<file path="src/hdl/apc_pkg.sv">
// ============================================================================
// apc_pkg: shared types and constants of the arm preset positioner
// Field widths, register indexes, reset values, preset codes and the
// reciprocal constants used for the divisions by 1000 and by 20000.
// ============================================================================
package apc_pkg;

    // Field and register widths.
    localparam int ANGLE_W       = 12;
    localparam int ERR_W         = 13;
    localparam int DIFF_W        = 14;
    localparam int EMAG_W        = 11;
    localparam int DMAG_W        = 13;
    localparam int GAIN_W        = 16;
    localparam int BAND_W        = 11;
    localparam int SPEED_W       = 10;
    localparam int LEVEL_W       = 11;
    localparam int CFG_IDX_W     = 4;
    localparam int CFG_DATA_W    = 16;
    localparam int SUM_WIDTH_DEF = 32;

    // Magnitudes entering the divide by 1000 are held to this many bits.
    // Anything larger saturates the drive level in any case.
    localparam int IMAG_W = 28;
    localparam logic [IMAG_W-1:0] IMAG_LIM = '1;

    // Width of the derivative product.
    localparam int PRODD_W = GAIN_W + DMAG_W;

    // Divide by 1000: (x * DIVA_MUL) >> DIVA_SHIFT is exact for x below 2**28.
    localparam int DIVA_MUL_W = 29;
    localparam int DIVA_SHIFT = 38;
    localparam logic [DIVA_MUL_W-1:0] DIVA_MUL = 29'd274877907;

    // Divide by 20000: shift right by DIVB_PRE, then divide by 625 through
    // (x * DIVB_MUL) >> DIVB_SHIFT, exact for x below 2**24.
    localparam int DIVB_PRE   = 5;
    localparam int DIVB_MUL_W = 25;
    localparam int DIVB_SHIFT = 34;
    localparam logic [DIVB_MUL_W-1:0] DIVB_MUL = 25'd27487791;

    // Quotient widths of the three PID terms.
    localparam int QPI_W = 19;
    localparam int QD_W  = 15;

    // Angle wrap bounds and drive limit.
    localparam logic signed [ERR_W-1:0] WRAP_HI   = 13'sd1800;
    localparam logic signed [ERR_W-1:0] WRAP_SPAN = 13'sd3600;
    localparam int LEVEL_MAX = 1000;

    // Preset codes.
    localparam logic [1:0] PRESET_BOTTOM = 2'd1;
    localparam logic [1:0] PRESET_MID    = 2'd2;
    localparam logic [1:0] PRESET_TOP    = 2'd3;

    // Configuration register indexes.
    localparam logic [CFG_IDX_W-1:0] CFG_KP     = 4'd0;
    localparam logic [CFG_IDX_W-1:0] CFG_KI     = 4'd1;
    localparam logic [CFG_IDX_W-1:0] CFG_KD     = 4'd2;
    localparam logic [CFG_IDX_W-1:0] CFG_BOTTOM = 4'd3;
    localparam logic [CFG_IDX_W-1:0] CFG_MID    = 4'd4;
    localparam logic [CFG_IDX_W-1:0] CFG_TOP    = 4'd5;
    localparam logic [CFG_IDX_W-1:0] CFG_BAND   = 4'd6;
    localparam logic [CFG_IDX_W-1:0] CFG_SPEED  = 4'd7;

    // Configuration reset values.
    localparam logic [GAIN_W-1:0]  KP_RST     = 16'd1500;
    localparam logic [GAIN_W-1:0]  KI_RST     = 16'd0;
    localparam logic [GAIN_W-1:0]  KD_RST     = 16'd10;
    localparam logic [ANGLE_W-1:0] BOTTOM_RST = 12'd0;
    localparam logic [ANGLE_W-1:0] MID_RST    = 12'd250;
    localparam logic [ANGLE_W-1:0] TOP_RST    = 12'd1315;
    localparam logic [BAND_W-1:0]  BAND_RST   = 11'd20;
    localparam logic [SPEED_W-1:0] SPEED_RST  = 10'd150;

    // Drive mode of a result.
    typedef enum logic [1:0] {
        MODE_HOLD = 2'd0,
        MODE_PID  = 2'd1,
        MODE_JOG  = 2'd2
    } t_mode;

    // One input request.
    typedef struct packed {
        logic               press_bottom;
        logic               press_mid;
        logic               press_top;
        logic               jog_up;
        logic               jog_down;
        logic [ANGLE_W-1:0] arm_angle;
    } t_item;

    // Error terms after the tracking stage, in sign and magnitude.
    typedef struct packed {
        t_mode             mode;
        logic              jog_neg;
        logic              e_neg;
        logic [EMAG_W-1:0] e_mag;
        logic              i_neg;
        logic [IMAG_W-1:0] i_mag;
        logic              d_neg;
        logic [DMAG_W-1:0] d_mag;
        logic              moving;
        logic [1:0]        preset;
    } t_track;

    // Divided PID terms, in sign and magnitude.
    typedef struct packed {
        t_mode            mode;
        logic             jog_neg;
        logic             p_neg;
        logic [QPI_W-1:0] p_q;
        logic             i_neg;
        logic [QPI_W-1:0] i_q;
        logic             d_neg;
        logic [QD_W-1:0]  d_q;
        logic             moving;
        logic [1:0]       preset;
    } t_terms;

endpackage

</file>
<file path="src/hdl/apc_track.sv">
// ============================================================================
// apc_track: move control and error tracking stage
// Picks a preset, wraps the position error, updates the integral and the
// previous error, ends a move inside the done band and registers the terms.
// ============================================================================
module apc_track import apc_pkg::*; #(
    parameter int SUM_WIDTH = SUM_WIDTH_DEF
) (
    input  logic               i_clk,
    input  logic               i_rst_n,
    input  logic               i_adv,
    input  logic               i_take,
    input  t_item              i_item,
    input  logic [ANGLE_W-1:0] i_bottom_target,
    input  logic [ANGLE_W-1:0] i_mid_target,
    input  logic [ANGLE_W-1:0] i_top_target,
    input  logic [BAND_W-1:0]  i_done_band,
    output logic               o_valid,
    output t_track             o_track
);

    localparam int EXT_W = SUM_WIDTH + IMAG_W;
    localparam logic signed [SUM_WIDTH-1:0] SUM_MAX = {1'b0, {(SUM_WIDTH-1){1'b1}}};
    localparam logic signed [SUM_WIDTH-1:0] SUM_MIN = {1'b1, {(SUM_WIDTH-1){1'b0}}};

    logic                        r_run;
    logic [1:0]                  r_preset;
    logic [ANGLE_W-1:0]          r_target;
    logic signed [SUM_WIDTH-1:0] r_sum;
    logic signed [ERR_W-1:0]     r_last;
    logic                        r_valid;
    t_track                      r_track;

    logic                        n_run;
    logic [1:0]                  n_preset;
    logic [ANGLE_W-1:0]          n_target;
    t_track                      n_track;

    logic                        start;
    logic                        active;
    logic signed [SUM_WIDTH-1:0] sum_base;
    logic signed [ERR_W-1:0]     last_base;
    logic signed [ERR_W-1:0]     err_raw;
    logic signed [ERR_W-1:0]     err;
    logic [ERR_W-1:0]            err_abs;
    logic signed [DIFF_W-1:0]    diff;
    logic [DIFF_W-1:0]           diff_abs;
    logic signed [SUM_WIDTH:0]   sum_wide;
    logic signed [SUM_WIDTH-1:0] sum_new;
    logic [SUM_WIDTH-1:0]        sum_abs;
    logic [EXT_W-1:0]            sum_ext;
    logic                        done;

    // Preset selection: only while idle, bottom before mid before top,
    // and a button of the current preset is passed over.
    always_comb begin
        start    = 1'b0;
        n_preset = r_preset;
        n_target = r_target;
        if (!r_run) begin
            if (i_item.press_bottom && r_preset != PRESET_BOTTOM) begin
                start    = 1'b1;
                n_preset = PRESET_BOTTOM;
                n_target = i_bottom_target;
            end else if (i_item.press_mid && r_preset != PRESET_MID) begin
                start    = 1'b1;
                n_preset = PRESET_MID;
                n_target = i_mid_target;
            end else if (i_item.press_top && r_preset != PRESET_TOP) begin
                start    = 1'b1;
                n_preset = PRESET_TOP;
                n_target = i_top_target;
            end
        end
    end

    // Error with a single wrap into plus or minus 180 degrees.
    always_comb begin
        active    = r_run | start;
        sum_base  = start ? '0 : r_sum;
        last_base = start ? signed'({1'b0, n_target}) : r_last;
        err_raw   = signed'({1'b0, n_target}) - signed'({1'b0, i_item.arm_angle});
        if (err_raw > WRAP_HI) begin
            err = err_raw - WRAP_SPAN;
        end else if (err_raw < -WRAP_HI) begin
            err = err_raw + WRAP_SPAN;
        end else begin
            err = err_raw;
        end
        err_abs  = err[ERR_W-1] ? ERR_W'(-err) : ERR_W'(err);
        diff     = DIFF_W'(err) - DIFF_W'(last_base);
        diff_abs = diff[DIFF_W-1] ? DIFF_W'(-diff) : DIFF_W'(diff);
        done     = err_abs[EMAG_W-1:0] < i_done_band;
        n_run    = active & ~done;
    end

    // Saturating integral and its clamped magnitude.
    always_comb begin
        sum_wide = (SUM_WIDTH+1)'(sum_base) + (SUM_WIDTH+1)'(err);
        if (sum_wide[SUM_WIDTH] != sum_wide[SUM_WIDTH-1]) begin
            sum_new = sum_wide[SUM_WIDTH] ? SUM_MIN : SUM_MAX;
        end else begin
            sum_new = sum_wide[SUM_WIDTH-1:0];
        end
        sum_abs = sum_new[SUM_WIDTH-1] ? (~sum_new + 1'b1) : sum_new;
        sum_ext = EXT_W'(sum_abs);
    end

    // Payload of the next stage.
    always_comb begin
        if (active) begin
            n_track.mode = MODE_PID;
        end else if (i_item.jog_up || i_item.jog_down) begin
            n_track.mode = MODE_JOG;
        end else begin
            n_track.mode = MODE_HOLD;
        end
        n_track.jog_neg = ~i_item.jog_up;
        n_track.e_neg   = err[ERR_W-1];
        n_track.e_mag   = err_abs[EMAG_W-1:0];
        n_track.i_neg   = sum_new[SUM_WIDTH-1];
        n_track.i_mag   = (sum_ext > EXT_W'(IMAG_LIM)) ? IMAG_LIM : sum_ext[IMAG_W-1:0];
        n_track.d_neg   = diff[DIFF_W-1];
        n_track.d_mag   = diff_abs[DMAG_W-1:0];
        n_track.moving  = n_run;
        n_track.preset  = n_preset;
    end

    // Controller state, updated once per accepted request.
    always_ff @(posedge i_clk) begin
        if (!i_rst_n) begin
            r_run    <= 1'b0;
            r_preset <= PRESET_BOTTOM;
            r_target <= '0;
            r_sum    <= '0;
            r_last   <= '0;
            r_valid  <= 1'b0;
        end else begin
            if (i_adv) begin
                r_valid <= i_take;
            end
            if (i_take) begin
                r_run    <= n_run;
                r_preset <= n_preset;
                r_target <= n_target;
                if (active) begin
                    r_sum  <= sum_new;
                    r_last <= err;
                end
            end
        end
    end

    // Stage payload.
    always_ff @(posedge i_clk) begin
        if (i_adv) begin
            r_track <= n_track;
        end
    end

    assign o_valid = r_valid;
    assign o_track = r_track;

endmodule

</file>
<file path="config.mk">
export PLATFORM = sky130hd
export DESIGN_NAME = apc_track
export DESIGN_NICKNAME = d
export VERILOG_FILES = /design/src/hdl/apc_pkg.sv /design/src/hdl/apc_track.sv
export SDC_FILE = /design/constraint.sdc
export NUM_CORES = 1
export LEC_CHECK = 0
export BUFFER_PORTS_ARGS = -buffer_cell sky130_fd_sc_hd__buf_4
export CAP_MARGIN = 20
export CELL_PAD_IN_SITES_DETAIL_PLACEMENT = 1
export CELL_PAD_IN_SITES_GLOBAL_PLACEMENT = 2
export CORE_MARGIN = 2
export CORE_UTILIZATION = 36
export CTS_CLUSTER_DIAMETER = 150
export DETAILED_ROUTE_END_ITERATION = 7
export PLACE_DENSITY = 0.94
export SYNTH_ARGS = -nofsm -noshare
export SYNTH_HDL_FRONTEND = slang
export SYNTH_SLANG_ARGS = --single-unit
export TNS_END_PERCENT = 30
</file>
<file path="constraint.sdc">
create_clock -name i_clk -period 19.91 [get_ports i_clk]
set_input_delay 3.982 -clock i_clk [delete_from_list [all_inputs] [get_ports i_clk]]
set_output_delay 3.982 -clock i_clk [all_outputs]
set_load 0.03 [all_outputs]
</file>
==> results.yml <==
grt:
  grtUsageMet2_pct: 38.39
  grt.busiest_layer: "met2"
  grt_start_max_net_pins: 64
  met3_usage_pct: 3.153
  grt_pass1_vias: 11440
  grt_use_total_pct: 24.03
  met1_usage_pct: 34.04
  grt-ovfl-total: 0
  antenna_found_initial: 0
  grt_pass1_wl_um: 63860
setup_path:
  worstReg2RegStart: "r_preset[1]$_SDFFE_PN0P_"
  cpPeakStageDelay_ns: 0.89
  critPathMaxFanout: 44
  critPathRequiredTime_ns: 20.03
  crit_end: "o_track[18]$_SDFFCE_PN1P_"
  cpMaxStageDelayCell: "a221oi_4"
  crit_start: "i_item[15]"
  end_kind: "flip-flop"
  reg2reg_to: "o_track[18]$_SDFFCE_PN1P_"
  reg2reg_depth: 46
  crit_type: "in2reg"
  worst-r2r-setup-slack_ns: 6.15
  cp.arrival_ns: 17.00
  start_kind: "input pin"
  crit_top_cell: "ha_1"
hold_path:
  hp-class: "reg2reg"
finish:
  syn_to_final_growth_pct: 16.27
  fin_util_pct: 42.42
  antenna_cells: 0
  nets: 1648
  drive_above_1_share_pct: 14.72
  fin_cells: 1937
  fillers: 3726
die:
  core_um2: 31470
  initial_core_util_pct: 36.49
  ios: 130
  die_h_um: 182.6
  die_w_um: 182.6
  rows: 65
  dieArea_um2: 33340
synthesis:
  syn_avg_cell_area_um2: 7.947
  ys_ff_latch: 122
  async_flop_share_pct: 0
  syn_inst: 1445
  yosys-top-cells-area: "edfxtp_1 16%, dfxtp_1 11%, ha_1 6.0%"
  synth_edf_count: 61
  ys.flop_type: "edfxtp_1"
  synth.net_count: 1571
  synth_area_um2: 11480
  ys_warn_count: 0
  yosysUniqueCellTypes: 95
  yosysTopAreaCell: "edfxtp_1"
  synth_top_area_share_pct: 15.95
  synth-seq-area-share_pct: 26.59
timing:
  whs_ns: 0.4710
  max_freq_mhz: 59.24
  rsz0062_at_grt: "no"
  tns_ns: 0
  setup_viol: 0
  fin_crit_ns: 16.88
  period_share_pct: 84.78
  hold_violations: 0
  finClkSkew_ns: 0.008365
  maxSlewHeadroom_pct: 31.75
  drv_slew: 0
  worst_pin_slew_ns: 1.024
detailed_routing:
  totalWireLength_um: 39870
  drc: 0
  drtIter0Drc: 912
  viasPerCell: 5.938
  first_pass_iters: 7
  postRouteAntennaNets: 0
  routed-via-count: 11500
  wl_per_cell_um: 20.58
run:
  cap_violations: 0
clock_network:
  clock_sinks: 122
  postCtsSetupBuffers: 0
  clkTransAtPathRegs_ns: 0.05
  worst_skew_pair.late_latency_ns: 0.44
  cts_root_buf: "clkbuf_16"
  tritoncts: "built"
  cts_buffer_depth: 2
  hold_buffers: 0
  cts-resized-gates: 0
  htreeDepth: 4
  numCtsBuffers: 17
placement:
  port_buffers: 129
  gp_congestion: 0.8913
  dp_hpwl_um: 30040
  placedCellCount: 1904
status:
  run_status: "completed"
==> final cells by class <==
| type | count | area [um^2] | share of cell area (%) |
|---|---|---|---|
| repair buffers | 140 | 1071 | 8.022 |
| flip-flops and latches | 122 | 3053 | 22.87 |
| clock buffers | 25 | 485.5 | 3.636 |
| well taps | 402 | 503.0 | 3.767 |
| clock inverters | 7 | 140.1 | 1.050 |
| inverters | 56 | 210.2 | 1.574 |
| multi-input cells | 1185 | 7889 | 59.09 |
==> layout by cell type (no fill, tap or decap), types with 12 or more instances in the layout <==
cell	count
a211oi_1	20
a21boi_0	21
a21o_1	31
a21oi_1	87
a22oi_1	16
a31oi_1	24
and2_1	50
and3_1	13
buf_4	139
clkbuf_16	17
dfxtp_1	61
edfxtp_1	61
ha_1	55
inv_1	54
mux2i_1	20
nand2_1	157
nand2b_1	29
nand3_1	35
nand4_1	15
nor2_1	118
nor2b_1	19
nor3_1	29
nor3b_1	14
o211a_1	26
o211ai_1	14
o21a_1	13
o21ai_0	73
o21ai_1	25
or2_2	12
or3_1	16
xnor2_1	60
xor2_1	30
==> per-layer routing <==
metal / wire [um] / share of wire (%) / vias to the layer above
li1: - / - / 5468
met1: 19430 / 49 / 5662
met2: 17920 / 45 / 326
met3: 1863 / 4.7 / 45
met4: 659 / 1.7 / 0
met5: 0 / 0 / -
==> cells in the mapped netlist, types with 14 or more instances <==
cell type and n:
xnor2_1 60, nand2b_1 29, o211ai_1 14, o21ai_1 25
a22oi_1 16, o211a_1 26, o21ai_0 73, nor3b_1 14
and2_1 50, a21o_1 31, ha_1 55, nor2b_1 20
nor3_1 30, a31oi_1 24, nand2_1 157, xor2_1 30
nand4_1 15, a21oi_1 87, a21boi_0 21, dfxtp_1 61
nor2_1 118, nand3_1 35, a211oi_1 20, clkbuf_1 56
mux2i_1 20, inv_1 54, or3_1 16, edfxtp_1 61
==> sequential cells by signal, indices dropped and copies added (netlist names) <==
register,flops
r_last,13
r_sum,32
r_preset,2
o_valid,1
r_target,12
o_track,61
r_run,1
==> worst min path at each step <==
stage / from / end / slack, ns / cells after the start
CTS: r_last[5]$_SDFFE_PN0P_ / r_last[5]$_SDFFE_PN0P_ / 0.47 / 2
global route: r_last[5]$_SDFFE_PN0P_ / r_last[5]$_SDFFE_PN0P_ / 0.49 / 2
global placement: r_last[5]$_SDFFE_PN0P_ / r_last[5]$_SDFFE_PN0P_ / 0.45 / 2
detailed placement: r_last[5]$_SDFFE_PN0P_ / r_last[5]$_SDFFE_PN0P_ / 0.46 / 2
floorplan: r_last[11]$_SDFFE_PN0P_ / r_last[11]$_SDFFE_PN0P_ / 0.44 / 2
finish: r_last[5]$_SDFFE_PN0P_ / r_last[5]$_SDFFE_PN0P_ / 0.47 / 2
==> worst max-delay path: cells and delay by family <==
| kind | cells | cell delay (ns) |
|---|---|---|
| buffers and inverters | 4 | 1.19 |
| AOI/OAI and AO/OA | 15 | 4.60 |
| and+or+nand+nor | 19 | 4.73 |
| adders and majority gates | 6 | 2.00 |
| muxes | 1 | 0.11 |
| xor gates and xnor gates | 2 | 0.32 |
==> stage by stage <==
stage	area [um^2]	setup slack (ns)
floorplan	11480	3.048
detailed placement	12700	2.904
finish	13350	3.030
global route	13350	1.985
global placement	12700	3.456
CTS	13320	3.311
==> kinds of logic after synthesis <==
family	count (synthesis)	share of synthesized area, %
buffers and inverters	138	4.837
and+or+nand+nor	541	23.61
DFF	122	26.59
adders and majority gates	68	7.387
muxes	29	2.648
xor gates and xnor gates	93	7.365
AOI/OAI and AO/OA	454	27.57
Power is left out: the tool's default activity adds up to more than one toggle a clock period on the data nets, which glitch-free logic cannot reach.
